## src/hw/rtl/qrs_pkg.sv

```systemverilog
// ============================================================================
// qrs_pkg: shared types and constants of the quadratic root solver
// Holds the widths that follow from the coefficient width, the status codes
// and the item that travels from the front end through the queue.
// ============================================================================
`default_nettype none

package qrs_pkg;

    localparam int COEF_WIDTH = 16;
    localparam int ROOT_WIDTH = 32;
    // Fractional shift applied to the discriminant before the square root.
    localparam int RAD_SHIFT  = 30;
    // Fractional shift applied to -b to line it up with the square root.
    localparam int B_SHIFT    = 15;

    // Signed discriminant B*B - 4*A*C and its non-negative magnitude.
    localparam int DISC_SWIDTH = 2 * COEF_WIDTH + 2;
    localparam int DISC_WIDTH  = 2 * COEF_WIDTH + 1;
    localparam int RAD_WIDTH   = DISC_WIDTH + RAD_SHIFT;
    localparam int SQRT_STEPS  = (RAD_WIDTH + 1) / 2;
    localparam int RAD_PAD     = 2 * SQRT_STEPS;
    localparam int SQ_REM_WIDTH = SQRT_STEPS + 4;

    // Magnitude of the rounded numerator, and its signed form.
    localparam int NUM_WIDTH  = (SQRT_STEPS >= COEF_WIDTH + B_SHIFT - 1) ?
                                SQRT_STEPS + 2 : COEF_WIDTH + B_SHIFT + 2;
    localparam int NUM_SWIDTH = NUM_WIDTH + 1;

    typedef enum logic [1:0] {
        ST_REAL    = 2'd0,
        ST_COMPLEX = 2'd1,
        ST_DEGEN   = 2'd2
    } status_t;

    typedef struct packed {
        status_t                       status;
        logic signed [COEF_WIDTH-1:0]  a;
        logic signed [COEF_WIDTH-1:0]  b;
        logic [DISC_WIDTH-1:0]         disc;
    } fq_item_t;

endpackage

`default_nettype wire

```

## src/hw/rtl/qrs_queue.sv

```systemverilog
// ============================================================================
// qrs_queue: two-entry queue between front end and back end
// Lets either side stall without at once holding up the other.
// ============================================================================
`default_nettype none

module qrs_queue
    import qrs_pkg::*;
(
    input  wire logic     clk,
    input  wire logic     rst_n,
    input  wire logic     push_valid,
    output logic          push_ready,
    input  wire fq_item_t push_item,
    output logic          pop_valid,
    input  wire logic     pop_ready,
    output fq_item_t      pop_item
);

    fq_item_t   mem_reg [0:1];
    logic       wr_ptr_reg;
    logic       rd_ptr_reg;
    logic [1:0] count_reg;
    logic       do_push;
    logic       do_pop;

    assign push_ready = (count_reg != 2'd2);
    assign pop_valid  = (count_reg != 2'd0);
    assign pop_item   = mem_reg[rd_ptr_reg];
    assign do_push    = push_valid && push_ready;
    assign do_pop     = pop_valid && pop_ready;

    always_ff @(posedge clk or negedge rst_n)
    begin
        if (!rst_n)
        begin
            wr_ptr_reg <= 1'b0;
            rd_ptr_reg <= 1'b0;
            count_reg  <= 2'd0;
        end
        else
        begin
            if (do_push)
            begin
                wr_ptr_reg <= !wr_ptr_reg;
            end
            if (do_pop)
            begin
                rd_ptr_reg <= !rd_ptr_reg;
            end
            if (do_push && !do_pop)
            begin
                count_reg <= count_reg + 2'd1;
            end
            else if (do_pop && !do_push)
            begin
                count_reg <= count_reg - 2'd1;
            end
        end
    end

    always_ff @(posedge clk)
    begin
        if (do_push)
        begin
            mem_reg[wr_ptr_reg] <= push_item;
        end
    end

endmodule

`default_nettype wire

```

## config.mk

```make
export PLATFORM = sky130hd
export DESIGN_NAME = qrs_queue
export DESIGN_NICKNAME = d
export VERILOG_FILES = /design/src/hw/rtl/qrs_pkg.sv /design/src/hw/rtl/qrs_queue.sv
export SDC_FILE = /design/constraint.sdc
export NUM_CORES = 1
export LEC_CHECK = 0
export BUFFER_PORTS_ARGS = -buffer_cell sky130_fd_sc_hd__buf_2
export CAP_MARGIN = 20
export CORE_MARGIN = 2
export CORE_UTILIZATION = 50
export CTS_CLUSTER_DIAMETER = 150
export DETAILED_ROUTE_END_ITERATION = 8
export PLACE_DENSITY = 0.77
export SLEW_MARGIN = 30
export SYNTH_ARGS = -nofsm -noshare
export SYNTH_HDL_FRONTEND = slang
export SYNTH_SLANG_ARGS = --single-unit
export TNS_END_PERCENT = 20
```

## constraint.sdc

```tcl
create_clock -name clk -period 5 [get_ports clk]
set_input_delay 0.5 -clock clk [delete_from_list [all_inputs] [get_ports clk]]
set_output_delay 0.5 -clock clk [all_outputs]
set_load 0.05 [all_outputs]
```

==> impl_metrics.csv <==
group,metric,value,unit
run_status,outcome,"completed",
clock_network,cts_buffer_depth,2,
clock_network,clock-sinks,138,
worst_setup_path,endpoint_kind,"output pin",
drt,ant_nets,0,
floorplan,die-area,11100,sq um
finish,multi_input_area,932,sq um
worst_setup_path,arrival,2.14,ns
min_path,min_path_cells,1,
worst_setup_path,r2r_end,"mem_reg[0][65]",
yosys,synth_top_area_share,0.786,
floorplan,die_x,105,um
worst_setup_path,crit_type,"reg2out",
worst_setup_path,crit_path_start_kind,"register",
floorplan,die_y,105,um
timing,finalCritPeriodShare,0.527,
placed_design,port_buffers,139,
timing,drv_slew,0,
finish,fillers,668,
drt,drcViolationCount,0,
clock_network,root_buffer,"clkbuf_8",
placed_design,dpl_cell_area,5930,sq um
floorplan,core,9860,sq um
min_path,min_path_type,"in2reg",
drt,wl_per_cell,15.9,um
drt,initialDrtViolationCount,129,
clock_network,cts_tree,"yes",
power,peakVddDrop,0.462,mV
timing,setup_violations,0,
worst_setup_path,r2r_slack,2.76,ns
drt,viasPerCell,4.90,
clock_network,htreeDepth,4,
drt,route.vias.total,2588,
job,drv_cap,0,
yosys,yosys_warnings,0,
timing,fmax,379,MHz
min_path,min-delay-start,"push_item[1]",
yosys,syn_inst,227,
timing,grt_setup_unrepaired,"false",
timing,fin_skew,0.00507,ns
yosys,yosysUniqueCellTypes,16,
floorplan,rows,36,
global_route,grt_max_degree,69,
yosys,ys_seq_area_frac,0.805,
floorplan,io_pins,140,
timing,setup_tns,0,ns
placed_design,preCtsSetupSlack,2.51,ns
clock_network,cts-buffers-inserted,17,
clock_network,path_clk_slew,0.06,ns
timing,setup_ws,2.36,ns
timing,tightest_slew,0.544,ns
clock_network,ctsResizeCount,0,
worst_setup_path,critPathLaunch,"rd_ptr_reg",
finish,seq_area,4130,sq um
global_route,gr-total-overflow,0,
timing,period_needed,2.64,ns
worst_setup_path,worst_ep_required_time,4.50,ns
worst_setup_path,path_max_fanout,44,
placed_design,dpl.hpwl,5270,um
worst_setup_path,timing.rr.start,"count_reg[0]",
global_route,grt_pass1_wl,12900,um
placed_design,place.gp.congestion,0.678,
finish,nets,454,
yosys,ys_seq_elements,138,
global_route,track_usage,0.156,
worst_setup_path,r2r_cells,5,
yosys,synth_nets,299,
global_route,antenna_found_initial,1,
finish,syn_to_final_growth,28.4,%
yosys,syn_area_per_cell,22.6,sq um
yosys,synthesis.area,5120,sq um
floorplan,initial_utilization,0.519,
finish,fin_util,0.667,
global_route,grt_pass1_vias,2681,
yosys,yosysTopAreaCell,"edfxtp_1",
timing,finalHoldViolCount,0,
timing,relSlewSlack,0.637,
finish,largest_reg_flops,134,
clock_network,clk_latency,0.50,ns
power,p_leak,2.55,nW
finish,final_area,6580,sq um
yosys,synth_area_leaders,"edfxtp_1 (79%), mux2_2 (10%), mux2_4 (5.9%)",
min_path,min_to,"mem_reg[1][1]",
power,p_per_area,721,nW/um^2
drt,wl,8410,um
finish,layout-drive-gt1-share,0.608,
finish,num_antenna_cells,0,
drt,firstDrtPassIters,5,
-- kinds of logic (layout without fill, tap and decap cells) --
| group | Yosys count | count (layout) | share of synthesized area |
|---|---|---|---|
| DFF | 138 | 138 | 0.805 |
| muxes | 67 | 67 | 0.162 |
| buffers and inverters | 9 | 177 | 0.0149 |
| and+or+nand+nor | 7 | 7 | 0.00660 |
| xor gates and xnor gates | 5 | 5 | 0.00855 |
| adders and majority gates | 1 | 1 | 0.00244 |
-- where the power goes --
part | switching, mW | internal [mW] | leakage [nW]
Combinational | 1.31 | 0.566 | 0.986
Clock | 0.414 | 0.749 | 0.278
Sequential | 0.115 | 1.58 | 1.29
Total | 1.84 | 2.90 | 2.55
-- synth_stat cells (all sizes together) --
master,number
and3,1
xor2,2
inv,1
nor2,2
nand2,2
ha,1
xnor2,3
edfxtp,134
dfrtp,4
mux2,67
nand2b,1
buf,8
or2,1
-- how the worst max path moves through the flow --
stage	cells after the start	to	slack (ns)
finish	3	pop_item[58]	2.36
global route	3	pop_item[58]	2.26
CTS	2	pop_item[18]	2.19
detailed placement	4	mem_reg[0][32]	2.51
global placement	4	mem_reg[0][32]	2.54
floorplan	3	mem_reg[0][0]	0.64
-- metrics by stage --
stage	total power [mW]	hold slack [ns]	instances
final	4.74	0.179	528
after global routing	4.92	0.151	528
after CTS	4.75	0.158	525
after detailed placement	3.58	0.309	492
after global placement	3.55	0.308	492
after floorplan	3.24	0.204	227
-- layer usage --
metal,vias to the layer above,global-route usage,share of wire
li1,1206,-,-
met1,1268,0.187,0.42
met2,99,0.250,0.49
met3,13,0.0605,0.074
met4,2,0.0714,0.014
met5,-,0,0.0019
-- cell type report --
class	instances	share of cell area
timing repair buffer	144	0.120
clock inverter	11	0.0194
multi-input combinational	80	0.142
clock buffer	21	0.0653
sequential	138	0.628
tap	133	0.0253
inverter	1	0.000571
-- critical path: stages (launching register included) --
cell	delay (ns)
dfrtp_4	0.70
buf_12	0.32
mux2_2	0.38
buf_2	0.21
-- layout by cell type, fill, tap and decap left out --
cell type,netlist,routed
and3_4,0,1
buf_12,0,1
buf_16,0,2
buf_2,4,139
buf_4,0,1
bufinv_16,0,3
clkbuf_1,0,4
clkbuf_16,0,16
clkbuf_8,0,1
clkinv_1,0,2
clkinv_2,0,6
dfrtp_1,4,3
dfrtp_4,0,1
dlygate4sd3_1,0,1
edfxtp_1,134,134
ha_1,1,1
inv_1,1,1
mux2_2,47,47
mux2_4,20,20
nand2_1,2,2
nand2b_1,1,1
nor2_1,2,1
nor2_4,0,1
or2_2,1,1
xnor2_1,3,3
xor2_1,2,2
-- timing repair --
action / in CTS / in global routing
hold buffers: 1 / 0
buffers inserted: 0 / 0
setup endpoints to repair: 0 / 0
endpoints found under the hold margin: 4 / 0
Power figures use the tool's default switching activity.
