==> src/hw/rtl/qrs_pkg.sv <==
// ============================================================================
// qrs_pkg: shared types and constants of the quadratic root solver
// Holds the widths that follow from the coefficient width, the status codes
// and the item that travels from the front end through the queue.
// ============================================================================
`default_nettype none

package qrs_pkg;

    localparam int COEF_WIDTH = 16;
    localparam int ROOT_WIDTH = 32;
    // Fractional shift applied to the discriminant before the square root.
    localparam int RAD_SHIFT  = 30;
    // Fractional shift applied to -b to line it up with the square root.
    localparam int B_SHIFT    = 15;

    // Signed discriminant B*B - 4*A*C and its non-negative magnitude.
    localparam int DISC_SWIDTH = 2 * COEF_WIDTH + 2;
    localparam int DISC_WIDTH  = 2 * COEF_WIDTH + 1;
    localparam int RAD_WIDTH   = DISC_WIDTH + RAD_SHIFT;
    localparam int SQRT_STEPS  = (RAD_WIDTH + 1) / 2;
    localparam int RAD_PAD     = 2 * SQRT_STEPS;
    localparam int SQ_REM_WIDTH = SQRT_STEPS + 4;

    // Magnitude of the rounded numerator, and its signed form.
    localparam int NUM_WIDTH  = (SQRT_STEPS >= COEF_WIDTH + B_SHIFT - 1) ?
                                SQRT_STEPS + 2 : COEF_WIDTH + B_SHIFT + 2;
    localparam int NUM_SWIDTH = NUM_WIDTH + 1;

    typedef enum logic [1:0] {
        ST_REAL    = 2'd0,
        ST_COMPLEX = 2'd1,
        ST_DEGEN   = 2'd2
    } status_t;

    typedef struct packed {
        status_t                       status;
        logic signed [COEF_WIDTH-1:0]  a;
        logic signed [COEF_WIDTH-1:0]  b;
        logic [DISC_WIDTH-1:0]         disc;
    } fq_item_t;

endpackage

`default_nettype wire

==> src/hw/rtl/qrs_front.sv <==
// ============================================================================
// qrs_front: coefficient intake and classification
// Two stages: the products B*B and A*C, then the discriminant and the
// status of the equation. Hands one item per cycle to the queue while the queue is ready.
// ============================================================================
`default_nettype none

module qrs_front
    import qrs_pkg::*;
(
    input  wire logic                        clk,
    input  wire logic                        rst_n,
    input  wire logic                        in_valid,
    output logic                             in_ready,
    input  wire logic signed [COEF_WIDTH-1:0] coef_a,
    input  wire logic signed [COEF_WIDTH-1:0] coef_b,
    input  wire logic signed [COEF_WIDTH-1:0] coef_c,
    output logic                             item_valid,
    input  wire logic                        item_ready,
    output fq_item_t                         item
);

    logic                            adv;
    logic                            s1_valid_reg;
    logic signed [COEF_WIDTH-1:0]    s1_a_reg;
    logic signed [COEF_WIDTH-1:0]    s1_b_reg;
    logic signed [2*COEF_WIDTH-1:0]  s1_bb_reg;
    logic signed [2*COEF_WIDTH-1:0]  s1_ac_reg;
    logic                            s2_valid_reg;
    fq_item_t                        s2_item_reg;
    fq_item_t                        s2_item_next;
    logic signed [DISC_SWIDTH-1:0]   disc_s;

    assign adv      = !s2_valid_reg || item_ready;
    assign in_ready = adv;

    always_comb
    begin
        disc_s = DISC_SWIDTH'(s1_bb_reg) - (DISC_SWIDTH'(s1_ac_reg) <<< 2);
        s2_item_next.a    = s1_a_reg;
        s2_item_next.b    = s1_b_reg;
        s2_item_next.disc = '0;
        if (s1_a_reg == '0)
        begin
            s2_item_next.status = ST_DEGEN;
        end
        else if (disc_s[DISC_SWIDTH-1])
        begin
            s2_item_next.status = ST_COMPLEX;
        end
        else
        begin
            s2_item_next.status = ST_REAL;
            s2_item_next.disc   = disc_s[DISC_WIDTH-1:0];
        end
    end

    always_ff @(posedge clk or negedge rst_n)
    begin
        if (!rst_n)
        begin
            s1_valid_reg <= 1'b0;
            s2_valid_reg <= 1'b0;
        end
        else if (adv)
        begin
            s1_valid_reg <= in_valid;
            s2_valid_reg <= s1_valid_reg;
        end
    end

    always_ff @(posedge clk)
    begin
        if (adv)
        begin
            s1_a_reg    <= coef_a;
            s1_b_reg    <= coef_b;
            s1_bb_reg   <= (2*COEF_WIDTH)'(coef_b) * (2*COEF_WIDTH)'(coef_b);
            s1_ac_reg   <= (2*COEF_WIDTH)'(coef_a) * (2*COEF_WIDTH)'(coef_c);
            s2_item_reg <= s2_item_next;
        end
    end

    assign item_valid = s2_valid_reg;
    assign item       = s2_item_reg;

endmodule

`default_nettype wire

==> config.mk <==
export PLATFORM = sky130hd
export DESIGN_NAME = qrs_front
export DESIGN_NICKNAME = d
export VERILOG_FILES = /design/src/hw/rtl/qrs_pkg.sv /design/src/hw/rtl/qrs_front.sv
export SDC_FILE = /design/constraint.sdc
export NUM_CORES = 1
export LEC_CHECK = 0
export BUFFER_PORTS_ARGS = -buffer_cell sky130_fd_sc_hd__buf_4
export CELL_PAD_IN_SITES_DETAIL_PLACEMENT = 1
export CELL_PAD_IN_SITES_GLOBAL_PLACEMENT = 1
export CORE_MARGIN = 2
export CORE_UTILIZATION = 46
export DETAILED_ROUTE_END_ITERATION = 16
export PLACE_DENSITY_LB_ADDON = 0.1
export SYNTH_ARGS = -nofsm -noshare
export SYNTH_HDL_FRONTEND = slang
export SYNTH_SLANG_ARGS = --single-unit
==> constraint.sdc <==
create_clock -name clk -period 6.6 [get_ports clk]
set_clock_uncertainty 0.05 [all_clocks]
set_input_delay 1.32 -clock clk [delete_from_list [all_inputs] [get_ports clk]]
set_output_delay 1.32 -clock clk [all_outputs]
set_load 0.01 [all_outputs]
==> results of run 1 <==
worst max-delay path, delay by kind of cell:
kind            cells  cell delay (ps)
fa+ha+maj           7             3200
compound gates      4              890
simple gates        3              770
buf+inv             6              500
xor+xnor            1              150
final cells by class:
type	instances	area share [%]
well taps	756	2.99
multi-input cells	1707	60.3
repair buffers	460	11.5
clock inverters	15	0.652
inverters	659	7.85
flip-flops and latches	162	15.3
clock buffers	17	1.34
metrics by stage:
step	std cells	setup WS (ps)	util, %	setup TNS [ps]
after global placement	3723	-504	54.0	-7960
after CTS	3756	-74.9	55.1	-74.9
after global routing	3776	-282	56.4	-1050
final	3776	-50.8	56.4	-50.8
after floorplan	2598	-234	-	-919
after detailed placement	3723	-579	54.0	-10530
routing by layer:
metal	wire, um	up-vias	global-route usage, %	part of all wire (%)
met2	35700	277	43.5	52
met4	1210	0	6.19	1.8
li1	-	8819	-	-
met3	2280	73	2.92	3.3
met5	0	-	0	0
met1	29400	10073	32.8	43
what timing repair did:
item                       4_1_cts  5_1_grt
buffers inserted                 1       20
cloned                           0        0
setup endpoints to repair        3       23
pin swaps                        4       66
resized for setup                5      138
synth_stat cells, drive strengths merged, types with 31 or more instances:
library cell  instances  share of area, %
a21oi                92               1.8
ha                  204               9.8
a21o                 31              0.90
edfxtp              160                18
o21ai                34              0.65
nand2               231               3.3
fa                  497                38
inv                 659               9.5
clkbuf               58              0.84
xnor2                69               2.3
and2                161               3.9
nor2                 99               1.4
worst paths after layout:
path                               start       endpoint  slack, ps  depth (start not counted)
max                            coef_c[4]  s1_ac_reg[31]        -50                         21
min                          s1_b_reg[6]       item[39]        380                          0
max reg2reg                s1_bb_reg[26]       item[21]       2560                         10
min reg2reg                  s1_b_reg[6]       item[39]        380                          0
max in group asynchronous          rst_n   s1_valid_reg       5860                          1
min in group asynchronous          rst_n     item_valid        550                          1
cell families after synthesis:
logic type	synth area share [%]
buffers and inverters	10.6
AND/OR/NAND/NOR	11.7
multiplexers	0.274
flip-flops	18.7
other	0.0144
adder cells (fa/ha/maj)	48.1
XOR/XNOR	3.17
AO/OA/AOI/OAI	7.46
==> reports/results.tsv, run 1 <==
stage	metric	value	unit
cts	numCtsBuffers	17	
global_routing	grt_first_pass_wirelength	115000	um
floorplan	fp.dieH	242	um
cells_and_area	largest_reg_flops	66	
drt	firstDrtPassIters	5	
worst_setup_path	crit_top_cell	fa_1	
worst_setup_path	path_max_fanout	8	
floorplan	die_area	58400	sq um
cells_and_area	areaGrowthSynthToFinish	21.8	%
cells_and_area	multi_input_area	19100	sq um
worst_hold_path	min_path_type	reg2reg	
global_routing	antenna_found_initial	1	
cells_and_area	layout_commonest_cell	inv_1	
timing	hold_viol	0	
timing	min_period	6650	ps
global_routing	grt_max_degree	75	
cells_and_area	final_layout_size_suffix_gt1_share	21.7	%
cells_and_area	final_area	31700	sq um
worst_setup_path	crit_path_cell_trace	buf_4 -> buf_12 -> and2_1 -> fa_1 -> inv_1 -> fa_1 -> fa_1 -> fa_1 -> inv_1 -> fa_1 -> inv_1 -> fa_1 -> inv_1 -> ha_4 -> nand4_1 -> or4_4 -> o311ai_4 -> a311oi_2 -> o31ai_1 -> a21oi_1 -> xor2_1	
cells_and_area	final_cell_mix	inv_1 (639), fa_1 (481), buf_4 (426)	
place	postPlaceCellArea	30300	sq um
place	hpwl	57900	um
timing	relSlewSlack	33.3	%
timing	post-route-period-util	101	%
drt	detail_route.iter0.violations	855	
yosys	syn_nets	3351	
timing	tightest_slew	1000	ps
cells_and_area	final_net_count	3760	
floorplan	initial_utilization	46.3	%
worst_setup_path	end_kind	flop	
drt	detail-route-antenna-nets	0	
worst_setup_path	path_class	in2reg	
global_routing	grt_pass1_vias	22460	
cts	cts_root_buf	clkbuf_16	
cts	ctsLongestPathBuffers	2	
global_routing	grt-ovfl-total	0	
worst_setup_path	cp.required	6780	ps
place	place_congestion	0.869	
timing	rsz0062_at_grt	yes	
job	drv_cap	0	
worst_setup_path	critPathArrivalTime	6830	ps
yosys	synth-seq-cells	162	
yosys	ys_types	71	
worst_setup_path	slowest_delay	540	ps
cts	cts_sinks	162	
timing	holdWs	376	ps
cells_and_area	fillCellCount	6292	
worst_setup_path	start_kind	input pin	
floorplan	design.core.area	56200	sq um
drt	remaining_drc_errors	0	
cells_and_area	seq_area	4850	sq um
timing	timing.fmax	150	MHz
yosys	synth_area	26000	sq um
yosys	synth_area_per_cell	10.0	sq um
cts	clk_latency	490	ps
cts	holdBufCountCts	0	
cells_and_area	n_antenna_cell	0	
yosys	yosysSeqAreaShare	18.7	%
place	port_buffers	119	
status	status	finished, violations left	
drt	finalWirelength	68600	um
timing	setup_slack	-50.8	ps
floorplan	ios	121	
yosys	ys_warn_count	0	
status	violations	setup timing	
cts	htree_levels	4	
cts	clkSlewWorstSetupHoldPaths	80	ps
yosys	ys.flop_type	edfxtp_1	
floorplan	placementRows	87	
yosys	netlist_instances	2598	
yosys	synth_edf_count	160	
timing	setup_viol	1	
drt	dr_total_vias	19242	
drt	post_drt_wl_per_cell	18.2	um
worst_setup_path	cp_slowest_cell	fa_1	
cts	cts_tree	done	
global_routing	track_usage	24.8	%
drt	via_per_inst	5.10	
floorplan	chipWidth	242	um
yosys	async_flop_share	1.23	%
timing	finalMaxSlewViolations	0	
Power of run 1 is not shown: default switching activity piles up to over one toggle a cycle in this logic, so the estimate is an artifact.
==> inputs of run 2 (changes only) <==
GPL_TIMING_DRIVEN = 0   (was unset)
PLACE_DENSITY_LB_ADDON = 0.12   (was 0.1)
==> run 2 against run 1 <==
The flow still finishes with violations (setup timing). Critical path type unchanged. Critical endpoint unchanged. Register-to-register slack improved by 30 ps. Fmax shrank 4.2%. Final area is 0.88% lower. Worst setup slack worse by 290 ps.
==> reports/results.tsv, run 2 (synthesis gave the netlist of run 1 again) <==
stage	metric	value	unit	change
status	status	finished, violations left		unchanged
cells_and_area	final_net_count	3594		was 3760
timing	min_period	6940	ps	was 6650 ps
timing	post-route-period-util	105	%	was 101%
global_routing	grt_use_met3	2.75	%	was 2.92%
cts	holdBufCountCts	0		unchanged
drt	dr_total_vias	18981		was 19242
cts	cts_tree	done		unchanged
worst_setup_path	cp_slowest_cell	fa_1		unchanged
floorplan	fp.dieH	242	um	unchanged
timing	setup_viol	15		was 1
global_routing	antenna_found_initial	5		was 1
global_routing	gr-max-usage-layer	met2		unchanged
floorplan	design.core.area	56200	sq um	unchanged
floorplan	die_area	58400	sq um	unchanged
timing	hold_viol	0		unchanged
place	place_congestion	0.891		was 0.869
floorplan	ios	121		unchanged
worst_setup_path	crit_top_cell	fa_1		unchanged
drt	detail_route.iter0.violations	1010		was 855
floorplan	placementRows	87		unchanged
cts	cts_sinks	162		unchanged
global_routing	grt_max_degree	69		was 75
drt	finalWirelength	73400	um	was 68600 um
place	hpwl	57600	um	was 57900 um
global_routing	grt_first_pass_wirelength	118000	um	was 115000 um
global_routing	use_met2	44.3	%	was 43.5%
worst_setup_path	cp.required	6780	ps	about the same
timing	rsz0062_at_grt	yes		unchanged
timing	tightest_slew	877	ps	was 1000 ps
cts	clk_latency	490	ps	about the same
timing	relSlewSlack	40.6	%	was 33.3%
global_routing	grt_pass1_vias	21582		was 22460
worst_hold_path	min_path_type	reg2reg		unchanged
worst_setup_path	critPathArrivalTime	7120	ps	was 6830 ps
drt	post_drt_wl_per_cell	20.3	um	was 18.2 um
drt	firstDrtPassIters	5		unchanged
worst_setup_path	path_class	in2reg		unchanged
cells_and_area	final_layout_size_suffix_gt1_share	17.7	%	was 21.7%
worst_setup_path	path_max_fanout	10		was 8
cts	clkSlewWorstSetupHoldPaths	80	ps	about the same
worst_setup_path	end_kind	flop		unchanged
floorplan	initial_utilization	46.3	%	unchanged
global_routing	grt-ovfl-total	0		unchanged
place	port_buffers	119		unchanged
cts	cts_root_buf	clkbuf_16		unchanged
cells_and_area	largest_reg_flops	66		unchanged
cells_and_area	layout_commonest_cell	inv_1		unchanged
job	drv_cap	0		unchanged
cts	numCtsBuffers	17		unchanged
cells_and_area	final_cell_mix	inv_1 (634), fa_1 (472), nand2_1 (210)		was inv_1 (639), fa_1 (481), buf_4 (426)
cells_and_area	areaGrowthSynthToFinish	20.8	%	was 21.8%
cts	ctsLongestPathBuffers	2		unchanged
worst_setup_path	slowest_delay	540	ps	about the same
timing	finalMaxSlewViolations	0		unchanged
global_routing	met1_usage	36.0	%	was 32.8%
worst_setup_path	path_buf_inv	5		was 6
cells_and_area	n_antenna_cell	0		unchanged
timing	timing.fmax	144	MHz	was 150 MHz
global_routing	track_usage	26.1	%	was 24.8%
timing	setup_slack	-342	ps	was -50.8 ps
worst_setup_path	crit_path_cell_trace	buf_4 -> clkbuf_16 -> nand2_1 -> fa_1 -> inv_1 -> fa_1 -> fa_1 -> fa_1 -> fa_1 -> inv_1 -> fa_1 -> inv_1 -> ha_4 -> nand4_1 -> or4_4 -> o311ai_4 -> a311oi_2 -> o31ai_2 -> a21oi_1 -> xor2_1		was buf_4 -> buf_12 -> and2_1 -> fa_1 -> inv_1 -> fa_1 -> fa_1 -> fa_1 -> inv_1 -> fa_1 -> inv_1 -> fa_1 -> inv_1 -> ha_4 -> nand4_1 -> or4_4 -> o311ai_4 -> a311oi_2 -> o31ai_1 -> a21oi_1 -> xor2_1
drt	detail-route-antenna-nets	0		unchanged
timing	holdWs	368	ps	was 376 ps
drt	via_per_inst	5.26		was 5.10
status	violations	setup timing		unchanged
worst_setup_path	start_kind	input pin		unchanged
worst_setup_path	critPathTopFamily	adder cells		unchanged
cts	htree_levels	4		unchanged
cells_and_area	postLayoutCoreUtil	55.9	%	was 56.4%
drt	remaining_drc_errors	0		unchanged
floorplan	chipWidth	242	um	unchanged
[run 2: cell count changes in the layout (fill, tap and decap cells not counted), moves of 6 or more]
cell       before  now
buf_4         426  183
clkbuf_16      17   49
clkbuf_8        0   10
buf_8           4   13
fa_1          481  472
fa_2           16   25
buf_6          23   30
ha_1          183  176
ha_4           18   25
clkbuf_1        0    6
nand2_1       216  210
nand2_2        11   17
[run 2: worst register-to-register path, cell delays in order (launching register included)]
cell and delay (ps):
edfxtp_1 390, ha_1 370, a21oi_1 360, o21ai_1 100, a21oi_1 330, o21ai_1 150
or3_1 320, a21oi_1 620, nand4_1 330, buf_2 360, a211oi_2 400
[run 2: per-layer routing]
metal  wire (um)  vias to the layer above  share of wire [%]
met2       36700                      357                 50
met3        2930                       93                4.0
met5          13                        -              0.018
li1            -                     8502                  -
met4        1450                        2                2.0
met1       32300                    10027                 44
[run 2: worst paths after layout]
kind,from,endpoint,slack [ps],cells past startpoint
min in group asynchronous,rst_n,item_valid,560,1
max reg2reg,s1_bb_reg[26],item[21],2590,10
min reg2reg,s1_b_reg[11],item[44],370,0
max,coef_a[5],s1_ac_reg[31],-340,20
min,s1_b_reg[11],item[44],370,0
max in group asynchronous,rst_n,s1_valid_reg,5860,1
[run 2: metrics by stage]
stage	setup TNS, ps	worst slack, ps	instance area [sq um]	cells
6_report	-1830	-342	31400	3610
5_1_grt	-4760	-516	31400	3610
4_1_cts	-914	-379	30700	3577
3_5_place_dp	-31150	-1350	28400	3475
3_3_place_gp	-27600	-1210	28300	3473
2_1_floorplan	-919	-234	26500	2598
[run 2: what timing repair did]
action / 4_1_cts / 5_1_grt
setup buffers: 72 / 36
resized for setup: 215 / 117
cloned: 1 / 1
pin swaps: 62 / 78
endpoints found under the hold margin: 0 / 0
setup endpoints to repair: 31 / 29
[run 2: layout make-up]
type | count | area, sq um
Buffer | 64 | 1110
Clock buffer | 18 | 429
Clock inverter | 14 | 190
Fill cell | 6150 | 24800
Inverter | 659 | 2500
Multi-Input combinational cell | 1707 | 19300
Sequential cell | 162 | 4850
Tap cell | 756 | 946
Timing Repair Buffer | 230 | 2090
Power of run 2 is left out for the same reason.
==> inputs of run 3 (changes only) <==
ABC_CLOCK_PERIOD_IN_PS = 6600   (was unset)
CORE_ASPECT_RATIO = 1.75   (was unset)
TNS_END_PERCENT = 1   (was unset)
==> run 3 against run 2 <==
The flow still finishes with violations (setup timing). Final area fell by 1.1%. Die area rose by 0.13%. Via count fell by 0.66%. Largest cell class unchanged. Highest routed layer is now met4.
==> reports/results.tsv, run 3 (synthesis gave the netlist of run 1 again) <==
stage	metric	value	unit	change
cts	cts_sinks	162		unchanged
worst_setup_path	r2r_cells	10		unchanged
worst_setup_path	crit_top_cell	fa_1		unchanged
place	port_buffers	119		unchanged
global_routing	met1_usage	27.4	%	was 36.0%
worst_setup_path	worstSetupEndpoint	s1_bb_reg[28]		was s1_ac_reg[31]
drt	detail-route-antenna-nets	0		unchanged
cells_and_area	final_layout_size_suffix_gt1_share	17.0	%	was 17.7%
timing	setup_slack	-240	ps	was -342 ps
timing	timing.fmax	146	MHz	was 144 MHz
worst_setup_path	start_kind	input pin		unchanged
drt	dr_total_vias	18855		was 18981
worst_setup_path	r2r_end	item[27]		was item[21]
cts	htree_levels	4		unchanged
drt	post_drt_wl_per_cell	22.4	um	was 20.3 um
cells_and_area	final_net_count	3577		was 3594
drt	detail_route.iter0.violations	678		was 1010
timing	tightest_slew	967	ps	was 877 ps
global_routing	grt-ovfl-total	0		unchanged
worst_setup_path	slowest_delay	580	ps	was 540 ps
floorplan	design.core.area	56100	sq um	was 56200 sq um
global_routing	grt_first_pass_wirelength	122000	um	was 118000 um
cells_and_area	final_cell_mix	inv_1 (635), fa_1 (466), nand2_1 (218)		was inv_1 (634), fa_1 (472), nand2_1 (210)
drt	firstDrtPassIters	4		was 5
cts	clk_latency	490	ps	about the same
global_routing	track_usage	27.9	%	was 26.1%
cts	ctsLongestPathBuffers	2		unchanged
global_routing	antenna_found_initial	0		was 5
worst_setup_path	critPathTopFamily	adder cells		unchanged
global_routing	gr-max-usage-layer	met2		unchanged
cts	clkSlewWorstSetupHoldPaths	80	ps	about the same
global_routing	grt_max_degree	66		was 69
worst_setup_path	path_buf_inv	7		was 5
drt	via_per_inst	5.33		was 5.26
timing	finalMaxSlewViolations	0		unchanged
worst_setup_path	r2r_slack	2690	ps	was 2590 ps
worst_setup_path	path_class	in2reg		unchanged
place	pre_cts_slack	-1930	ps	was -1350 ps
floorplan	die_area	58500	sq um	was 58400 sq um
worst_setup_path	worstSetupPathDepth	21		was 20
worst_setup_path	reg2reg_from	s1_bb_reg[26]		unchanged
global_routing	grt_use_met3	2.32	%	was 2.75%
worst_hold_path	min_path_type	reg2reg		unchanged
global_routing	use_met2	54.7	%	was 44.3%
timing	setup_viol	19		was 15
place	hpwl	64100	um	was 57600 um
worst_setup_path	crit_path_cell_trace	buf_6 -> clkinvlp_4 -> buf_6 -> nor2_2 -> fa_2 -> buf_4 -> fa_2 -> buf_4 -> buf_6 -> fa_1 -> fa_1 -> fa_1 -> fa_1 -> ha_4 -> nand2_2 -> nor4_4 -> nand3_2 -> a21oi_4 -> o31ai_2 -> buf_4 -> xnor2_1		was buf_4 -> clkbuf_16 -> nand2_1 -> fa_1 -> inv_1 -> fa_1 -> fa_1 -> fa_1 -> fa_1 -> inv_1 -> fa_1 -> inv_1 -> ha_4 -> nand4_1 -> or4_4 -> o311ai_4 -> a311oi_2 -> o31ai_2 -> a21oi_1 -> xor2_1
timing	rsz0062_at_grt	yes		unchanged
timing	post-route-period-util	104	%	was 105%
floorplan	chipWidth	184	um	was 242 um
cts	cts_root_buf	clkbuf_16		unchanged
floorplan	initial_utilization	46.3	%	about the same
cells_and_area	largest_reg_flops	66		unchanged
floorplan	placementRows	115		was 87
cts	cts_tree	done		unchanged
cts	numCtsBuffers	17		unchanged
global_routing	grt_pass1_vias	21913		was 21582
place	place_congestion	0.949		was 0.891
timing	min_period	6840	ps	was 6940 ps
worst_setup_path	cp_slowest_cell	fa_1		unchanged
timing	hold_viol	0		unchanged
drt	finalWirelength	79400	um	was 73400 um
cells_and_area	n_antenna_cell	0		unchanged
floorplan	fp.dieH	318	um	was 242 um
worst_setup_path	cp.required	6780	ps	about the same
status	violations	setup timing		unchanged
worst_setup_path	critPathLaunch	coef_b[3]		was coef_a[5]
drt	remaining_drc_errors	0		unchanged
cells_and_area	areaGrowthSynthToFinish	19.5	%	was 20.8%
cells_and_area	layout_commonest_cell	inv_1		unchanged
worst_setup_path	path_max_fanout	8		was 10
timing	relSlewSlack	35.1	%	was 40.6%
job	drv_cap	0		unchanged
worst_setup_path	end_kind	flop		unchanged
floorplan	ios	121		unchanged
worst_setup_path	critPathArrivalTime	7020	ps	was 7120 ps
status	status	finished, violations left		unchanged
run 3: cell types whose count changed in the layout (fill, tap and decap cells not counted), sizes merged:
| cell | delta |
|---|---|
| clkbuf | -11 |
| bufinv | -3 |
| inv | -1 |
| buf | -7 |
| clkinv | +7 |
| clkinvlp | -2 |
run 3: how the worst min path moves through the flow:
stage / from / to / cells after the start
after detailed placement: s1_b_reg[6] / item[39] / 0
after CTS: s1_b_reg[6] / item[39] / 0
after global routing: s1_b_reg[11] / item[44] / 0
after global placement: s1_b_reg[2] / item[35] / 0
final: s1_b_reg[4] / item[37] / 0
after floorplan: s1_b_reg[1] / item[34] / 0
run 3: repair_timing:
item,in CTS,in global routing
setup endpoints to repair,36,31
hold buffers,0,0
cloned,0,6
resized for setup,295,139
pin swaps,55,90
buffers inserted,53,32
run 3: final cells by class:
class | count | area [sq um]
Clock inverter | 15 | 161
Fill cell | 6142 | 25100
Buffer | 65 | 1060
Tap cell | 702 | 878
Timing Repair Buffer | 212 | 1940
Sequential cell | 162 | 4850
Clock buffer | 17 | 425
Multi-Input combinational cell | 1707 | 19200
Inverter | 659 | 2500
run 3: layer usage:
| metal | routed length [um] | part of all wire [%] | vias up |
|---|---|---|---|
| li1 | - | - | 8463 |
| met1 | 26300 | 33 | 9837 |
| met4 | 6020 | 7.6 | 0 |
| met5 | 0 | 0 | - |
| met3 | 1540 | 1.9 | 198 |
| met2 | 45600 | 57 | 357 |
run 3: through the flow:
step	hold slack, ps	cells	TNS, ps	utilization, %	cell area (sq um)
detailed placement	356	3421	-48060	49.7	27900
floorplan	350	2598	-3530	-	26100
finish	373	3539	-2310	55.3	31100
CTS	375	3504	-3200	53.9	30200
global route	379	3539	-5690	55.3	31100
global placement	353	3419	-204330	49.6	27800
Power of run 3 is left out for the same reason.
